`config.mk`:
```
export PLATFORM = sky130hd
export DESIGN_NAME = vpsp_map
export DESIGN_NICKNAME = d
export VERILOG_FILES = /design/src/rtl/core/vpsp_pkg.sv /design/src/rtl/core/vpsp_map.sv
export SDC_FILE = /design/constraint.sdc
export NUM_CORES = 2
export LEC_CHECK = 0
export ABC_AREA = 1
export BUFFER_PORTS_ARGS = -buffer_cell sky130_fd_sc_hd__buf_2
export CAP_MARGIN = 10
export CORE_MARGIN = 1.5
export CORE_UTILIZATION = 32
export DETAILED_ROUTE_END_ITERATION = 16
export GPL_TIMING_DRIVEN = 0
export SYNTH_ARGS = -nofsm -noshare
export SYNTH_HDL_FRONTEND = slang
export SYNTH_SLANG_ARGS = --single-unit
```
`constraint.sdc`:
```
create_clock -name i_clk -period 7 [get_ports i_clk]
set_input_delay 0.7 -clock i_clk [delete_from_list [all_inputs] [get_ports i_clk]]
set_output_delay 0.7 -clock i_clk [all_outputs]
set_load 0.005 [all_outputs]
```
`src/rtl/core/vpsp_pkg.sv`:
```
// ----------------------------------------------------------------------------
// vpsp_pkg
// Shared types and constants of the view point to screen projection block.
// ----------------------------------------------------------------------------
package vpsp_pkg;

    localparam int unsigned DivSteps = 32;

    localparam logic [1:0] StBehind    = 2'd0;
    localparam logic [1:0] StOffScreen = 2'd1;
    localparam logic [1:0] StOnScreen  = 2'd2;

    localparam logic [2:0] RegXScale  = 3'd0;
    localparam logic [2:0] RegXOffset = 3'd1;
    localparam logic [2:0] RegYScale  = 3'd2;
    localparam logic [2:0] RegYOffset = 3'd3;
    localparam logic [2:0] RegTop     = 3'd4;
    localparam logic [2:0] RegLeft    = 3'd5;
    localparam logic [2:0] RegBottom  = 3'd6;
    localparam logic [2:0] RegRight   = 3'd7;

    localparam logic signed [31:0] OneQ16 = 32'sd65536;
    localparam logic signed [31:0] MaxS32 = 32'sh7fffffff;
    localparam logic signed [31:0] MinS32 = 32'sh80000000;

    // control that travels beside the payload
    typedef struct packed {
        logic vld;
        logic behind;
    } t_ctl;

    function automatic logic [31:0] mag32(input logic [31:0] v);
        return v[31] ? 32'(-v) : v;
    endfunction

endpackage

```
`src/rtl/core/vpsp_map.sv`:
```
// ----------------------------------------------------------------------------
// vpsp_map
// Saturates the NDC pair, tests it against [-1,1] and maps an on-screen pair
// into the viewport; the last stage is the output register.
// ----------------------------------------------------------------------------
module vpsp_map (
    input  logic        i_clk,
    input  logic        i_rst_n,
    input  logic        i_en,
    input  vpsp_pkg::t_ctl i_ctl,
    input  logic [31:0] i_qx,
    input  logic        i_negx,
    input  logic        i_ovfx,
    input  logic [31:0] i_qy,
    input  logic        i_negy,
    input  logic        i_ovfy,
    input  logic [15:0] i_top,
    input  logic [15:0] i_left,
    input  logic [15:0] i_bottom,
    input  logic [15:0] i_right,
    output logic        o_vld,
    output logic [1:0]  o_status,
    output logic [31:0] o_x,
    output logic [31:0] o_y
);

    function automatic logic signed [31:0] sat_q(input logic [31:0] q, input logic neg,
                                                 input logic ovf);
        if (neg)
            return (ovf || q[31]) ? vpsp_pkg::MinS32 : 32'(-q);
        return (ovf || q[31]) ? vpsp_pkg::MaxS32 : q;
    endfunction

    function automatic logic in_ndc(input logic signed [31:0] v);
        return v >= -vpsp_pkg::OneQ16 && v <= vpsp_pkg::OneQ16;
    endfunction

    function automatic logic signed [31:0] place(input logic signed [35:0] prod,
                                                 input logic signed [15:0] lo);
        logic signed [36:0] p;
        logic signed [35:0] h;
        p = 37'(prod) + (37'(lo) <<< 17);
        h = 36'(p >>> 1);
        if (h > 36'(vpsp_pkg::MaxS32)) return vpsp_pkg::MaxS32;
        if (h < 36'(vpsp_pkg::MinS32)) return vpsp_pkg::MinS32;
        return h[31:0];
    endfunction

    logic n_nx_sgn, n_ny_sgn;
    logic signed [31:0] n_nx, n_ny;

    vpsp_pkg::t_ctl r_ctl_a, r_ctl_b;
    logic signed [31:0] r_nx_a, r_ny_a, r_nx_b, r_ny_b;
    logic        r_on_a, r_on_b;
    logic signed [35:0] r_px, r_py;
    logic signed [15:0] r_left, r_top;
    logic        r_vld;
    logic [1:0]  r_status;
    logic [31:0] r_x, r_y;

    assign n_nx_sgn = i_negx;
    assign n_ny_sgn = i_negy;
    assign n_nx = sat_q(i_qx, n_nx_sgn, i_ovfx);
    assign n_ny = sat_q(i_qy, n_ny_sgn, i_ovfy);

    always_ff @(posedge i_clk) begin
        if (!i_rst_n) begin
            r_ctl_a <= '0;
            r_ctl_b <= '0;
            r_vld   <= 1'b0;
        end else if (i_en) begin
            r_ctl_a <= i_ctl;
            r_ctl_b <= r_ctl_a;
            r_vld   <= r_ctl_b.vld;
        end
    end

    always_ff @(posedge i_clk) begin
        if (i_en) begin
            r_nx_a <= n_nx;
            r_ny_a <= n_ny;
            r_on_a <= in_ndc(n_nx) && in_ndc(n_ny);

            // width (17 bit) times ndc+1 (18 bit, 0..2^17)
            r_px   <= 36'(($signed({i_right[15], i_right}) - $signed({i_left[15], i_left}))
                       * $signed({1'b0, 18'(r_nx_a + vpsp_pkg::OneQ16)}));
            r_py   <= 36'(($signed({i_bottom[15], i_bottom}) - $signed({i_top[15], i_top}))
                       * $signed({1'b0, 18'(r_ny_a + vpsp_pkg::OneQ16)}));
            r_left <= i_left;
            r_top  <= i_top;
            r_nx_b <= r_nx_a;
            r_ny_b <= r_ny_a;
            r_on_b <= r_on_a;

            if (r_ctl_b.behind) begin
                r_status <= vpsp_pkg::StBehind;
                r_x      <= '0;
                r_y      <= '0;
            end else if (r_on_b) begin
                r_status <= vpsp_pkg::StOnScreen;
                r_x      <= place(r_px, r_left);
                r_y      <= place(r_py, r_top);
            end else begin
                r_status <= vpsp_pkg::StOffScreen;
                r_x      <= r_nx_b;
                r_y      <= r_ny_b;
            end
        end
    end

    assign o_vld    = r_vld;
    assign o_status = r_status;
    assign o_x      = r_x;
    assign o_y      = r_y;

endmodule

```
==> metrics.txt <==
outcome finished with violations; violated checks setup timing; initial DRC count 2247; Worst path slowest cell fa_1; first-pass GRT wire length 180 mm; Clock Latency Late Sink 0.55 ns; synthesized area 37400 um2; Worst-path clk slew 0.06 ns; largest net degree at the start of global routing 117; fillers 11700; actual transition at the worst max-transition pin 1.06 ns; Syn Nets 5421; Global Route met1 Usage 0.261; crit-path max FO 5; sequential fraction of the synthesis area 0.242; GRT Total Usage 0.199; min Tclk post-route 7.23 ns; Setup violations, final 18; met2 GRT Util 0.315; layout cells sized above 1 0.177; multi-input logic area 26300 um2; ANT nets after route 0; GR Layer Usage met3 0.0554; crit-path most repeated cell fa_1; RSZ-0062 raised after global routing yes; WP data arrival 7.57 ns; Placement Setup Slack -1.89 ns; CORE AREA 116000 um2; Sequential Area 9050 um2; CP endpoint kind register; Detail Placement HPWL 95.5 mm; Post-Route WL 118 mm; CTS sink count 303; I/O pin total 204; initial core utilization 0.322; CTS Buf Count 35; Placer Congestion 0.947; row cnt 125; fin nets 5789; final setup margin -0.230 ns; vias 30600; Die Y 345 um; antenna violations before repair 9; Synth cell types 58; clk_skew 0.0258 ns; vias in the first global route 31100; 1st-pass router iterations 5; number of port buffers 202; Tcrit/Tclk final 1.03; synthesized flop and latch total 303; clk buf depth 3; area delta synth->final 20.4%; DRC viols 0; Rel. slew slack 0.290; max-slew violation count 0; CTS root buf clkbuf_16; Top Usage Layer GRT met2; number of synthesized flops with an enable pin 298; Max Clk Rate 0.138 GHz; Worst Path Required 7.34 ns; Synth Instances 4474; Mapped Avg Cell Area 8.35 um2; die width 345 um; Yosys warnings 0; H-tree depth reported by CTS 2; critical path class input port to register; Fin. Hold Viols 0; ys async rst share 0; drt wl/cell 18.5 um; Vias per Instance 4.78; CTS tree built; Max Cap Violations 0; worst min-delay path category input port to register; top_reg_cell synth edfxtp_1; critical path's largest stage delay 0.56 ns; grt ovf 0; die area 119000 um2; Startpoint Class input port
-- flip-flops by register name (all words and copies together) (netlist names), 2 cells and up --
| name | flops |
|---|---|
| r_ctl_b | 2 |
| r_py | 35 |
| r_ny_a | 32 |
| o_y | 32 |
| r_nx_b | 32 |
| r_ctl_a | 2 |
| r_nx_a | 32 |
| r_left | 16 |
| o_status | 2 |
| o_x | 32 |
| r_px | 35 |
| r_top | 16 |
| r_ny_b | 32 |
-- final cells by class --
| class | instances | share of cell area |
|---|---|---|
| buffer | 99 | 0.0137 |
| clock inverter | 18 | 0.00473 |
| timing repair buffer | 333 | 0.0493 |
| multi-input combinational | 3099 | 0.585 |
| clock buffer | 45 | 0.0208 |
| antenna | 2 | 0.000111 |
| tap | 1524 | 0.0424 |
| sequential | 303 | 0.201 |
| inverter | 971 | 0.0826 |
-- synthesized netlist by cell type (all sizes together) (7+ instances only) --
library cell,n,area (um2)
nor3,27,140
nand4,38,244
a31oi,9,62.6
and2,7,43.8
o21ai,86,453
nand3b,13,123
fa,482,9650
or2,31,194
a21oi,144,732
a21o,15,113
o21bai,16,124
ha,328,4100
nand3,176,901
nor2,498,1890
o21a,7,52.6
buf,38,225
xor2,84,792
clkinv,15,56.3
nand2,1077,4080
inv,956,3590
clkbuf,63,236
edfxtp,298,8950
xnor2,33,289
-- metrics by stage --
step	setup TNS, ns	instances	hold slack [ns]	area (um2)	utilization
floorplan	-0.00764	4474	0.400	37600	-
global placement	-62.12	6200	0.401	40600	0.349
detailed placement	-62.37	6202	0.405	40600	0.350
CTS	-1.27	6336	0.328	43400	0.374
global route	-7.47	6392	0.339	45000	0.388
finish	-1.85	6394	0.346	45000	0.388
-- path summary, 6_finish.rpt --
kind,from,end,slack [ns],cells past startpoint
worst min-delay path,i_left[9],r_left[9]$_DFFE_PP_,0.35,1
worst max-delay path,i_bottom[0],r_py[33]$_DFFE_PP_,-0.23,35
worst max register to register,r_nx_a[16]$_DFFE_PP_,r_px[30]$_DFFE_PP_,0.06,20
worst min register to register,r_nx_a[19]$_DFFE_PP_,r_nx_b[19]$_DFFE_PP_,0.41,0
-- worst max-delay path: cells and delay by family --
kind | cells | cell delay [ns]
XOR/XNOR | 2 | 0.41
AND/OR/NAND/NOR | 5 | 0.36
adder cells (fa/ha/maj) | 9 | 3.71
AO/OA/AOI/OAI | 9 | 1.45
buffers and inverters | 10 | 0.88
-- cells in the final DEF, fill, tap and decap left out, types with 14 or more instances in the layout --
cell       netlist  routed
nand2_1       1063     998
inv_1          950     888
fa_1           482     460
nor2_1         492     457
edfxtp_1       298     298
ha_1           328     276
buf_2           21     198
nand3_1        172     158
buf_4            5     116
a21oi_1        141      94
xor2_1          78      64
clkbuf_1        63      62
inv_2            6      53
o21ai_0         74      53
nand2_2         13      50
ha_4             0      42
nand4_1         37      37
a21oi_2          3      36
clkbuf_16        0      36
buf_6            5      35
nand2_4          1      29
xnor2_1         33      29
or2_2           30      26
nor2_2           4      22
fa_2             0      22
nor3_1          26      21
nor2_4           2      19
a21oi_4          0      14
a21o_1          15      14
-- what timing repair did --
item,4_1_cts,5_1_grt
setup buffers,73,59
hold buffers,0,0
resized for setup,271,277
pin swaps,92,155
endpoints found under the hold margin,0,0
gates cloned,0,1
setup endpoints to repair,46,37
-- layer usage --
metal	wire, um	share of wire
met1	49600	0.42
met2	53400	0.45
met3	11000	0.093
met4	3960	0.034
met5	68	0.00058
-- logic make-up after synthesis --
| kind of cell | after synthesis | synth area share |
|---|---|---|
| flip-flops | 303 | 0.242 |
| buffers and inverters | 1073 | 0.110 |
| AND/OR/NAND/NOR | 1872 | 0.205 |
| adder cells (fa/ha/maj) | 810 | 0.368 |
| XOR/XNOR | 117 | 0.0289 |
| AO/OA/AOI/OAI | 299 | 0.0461 |
Power is not shown: default switching activity piles up to over one toggle a cycle in this logic, so the estimate is an artifact.
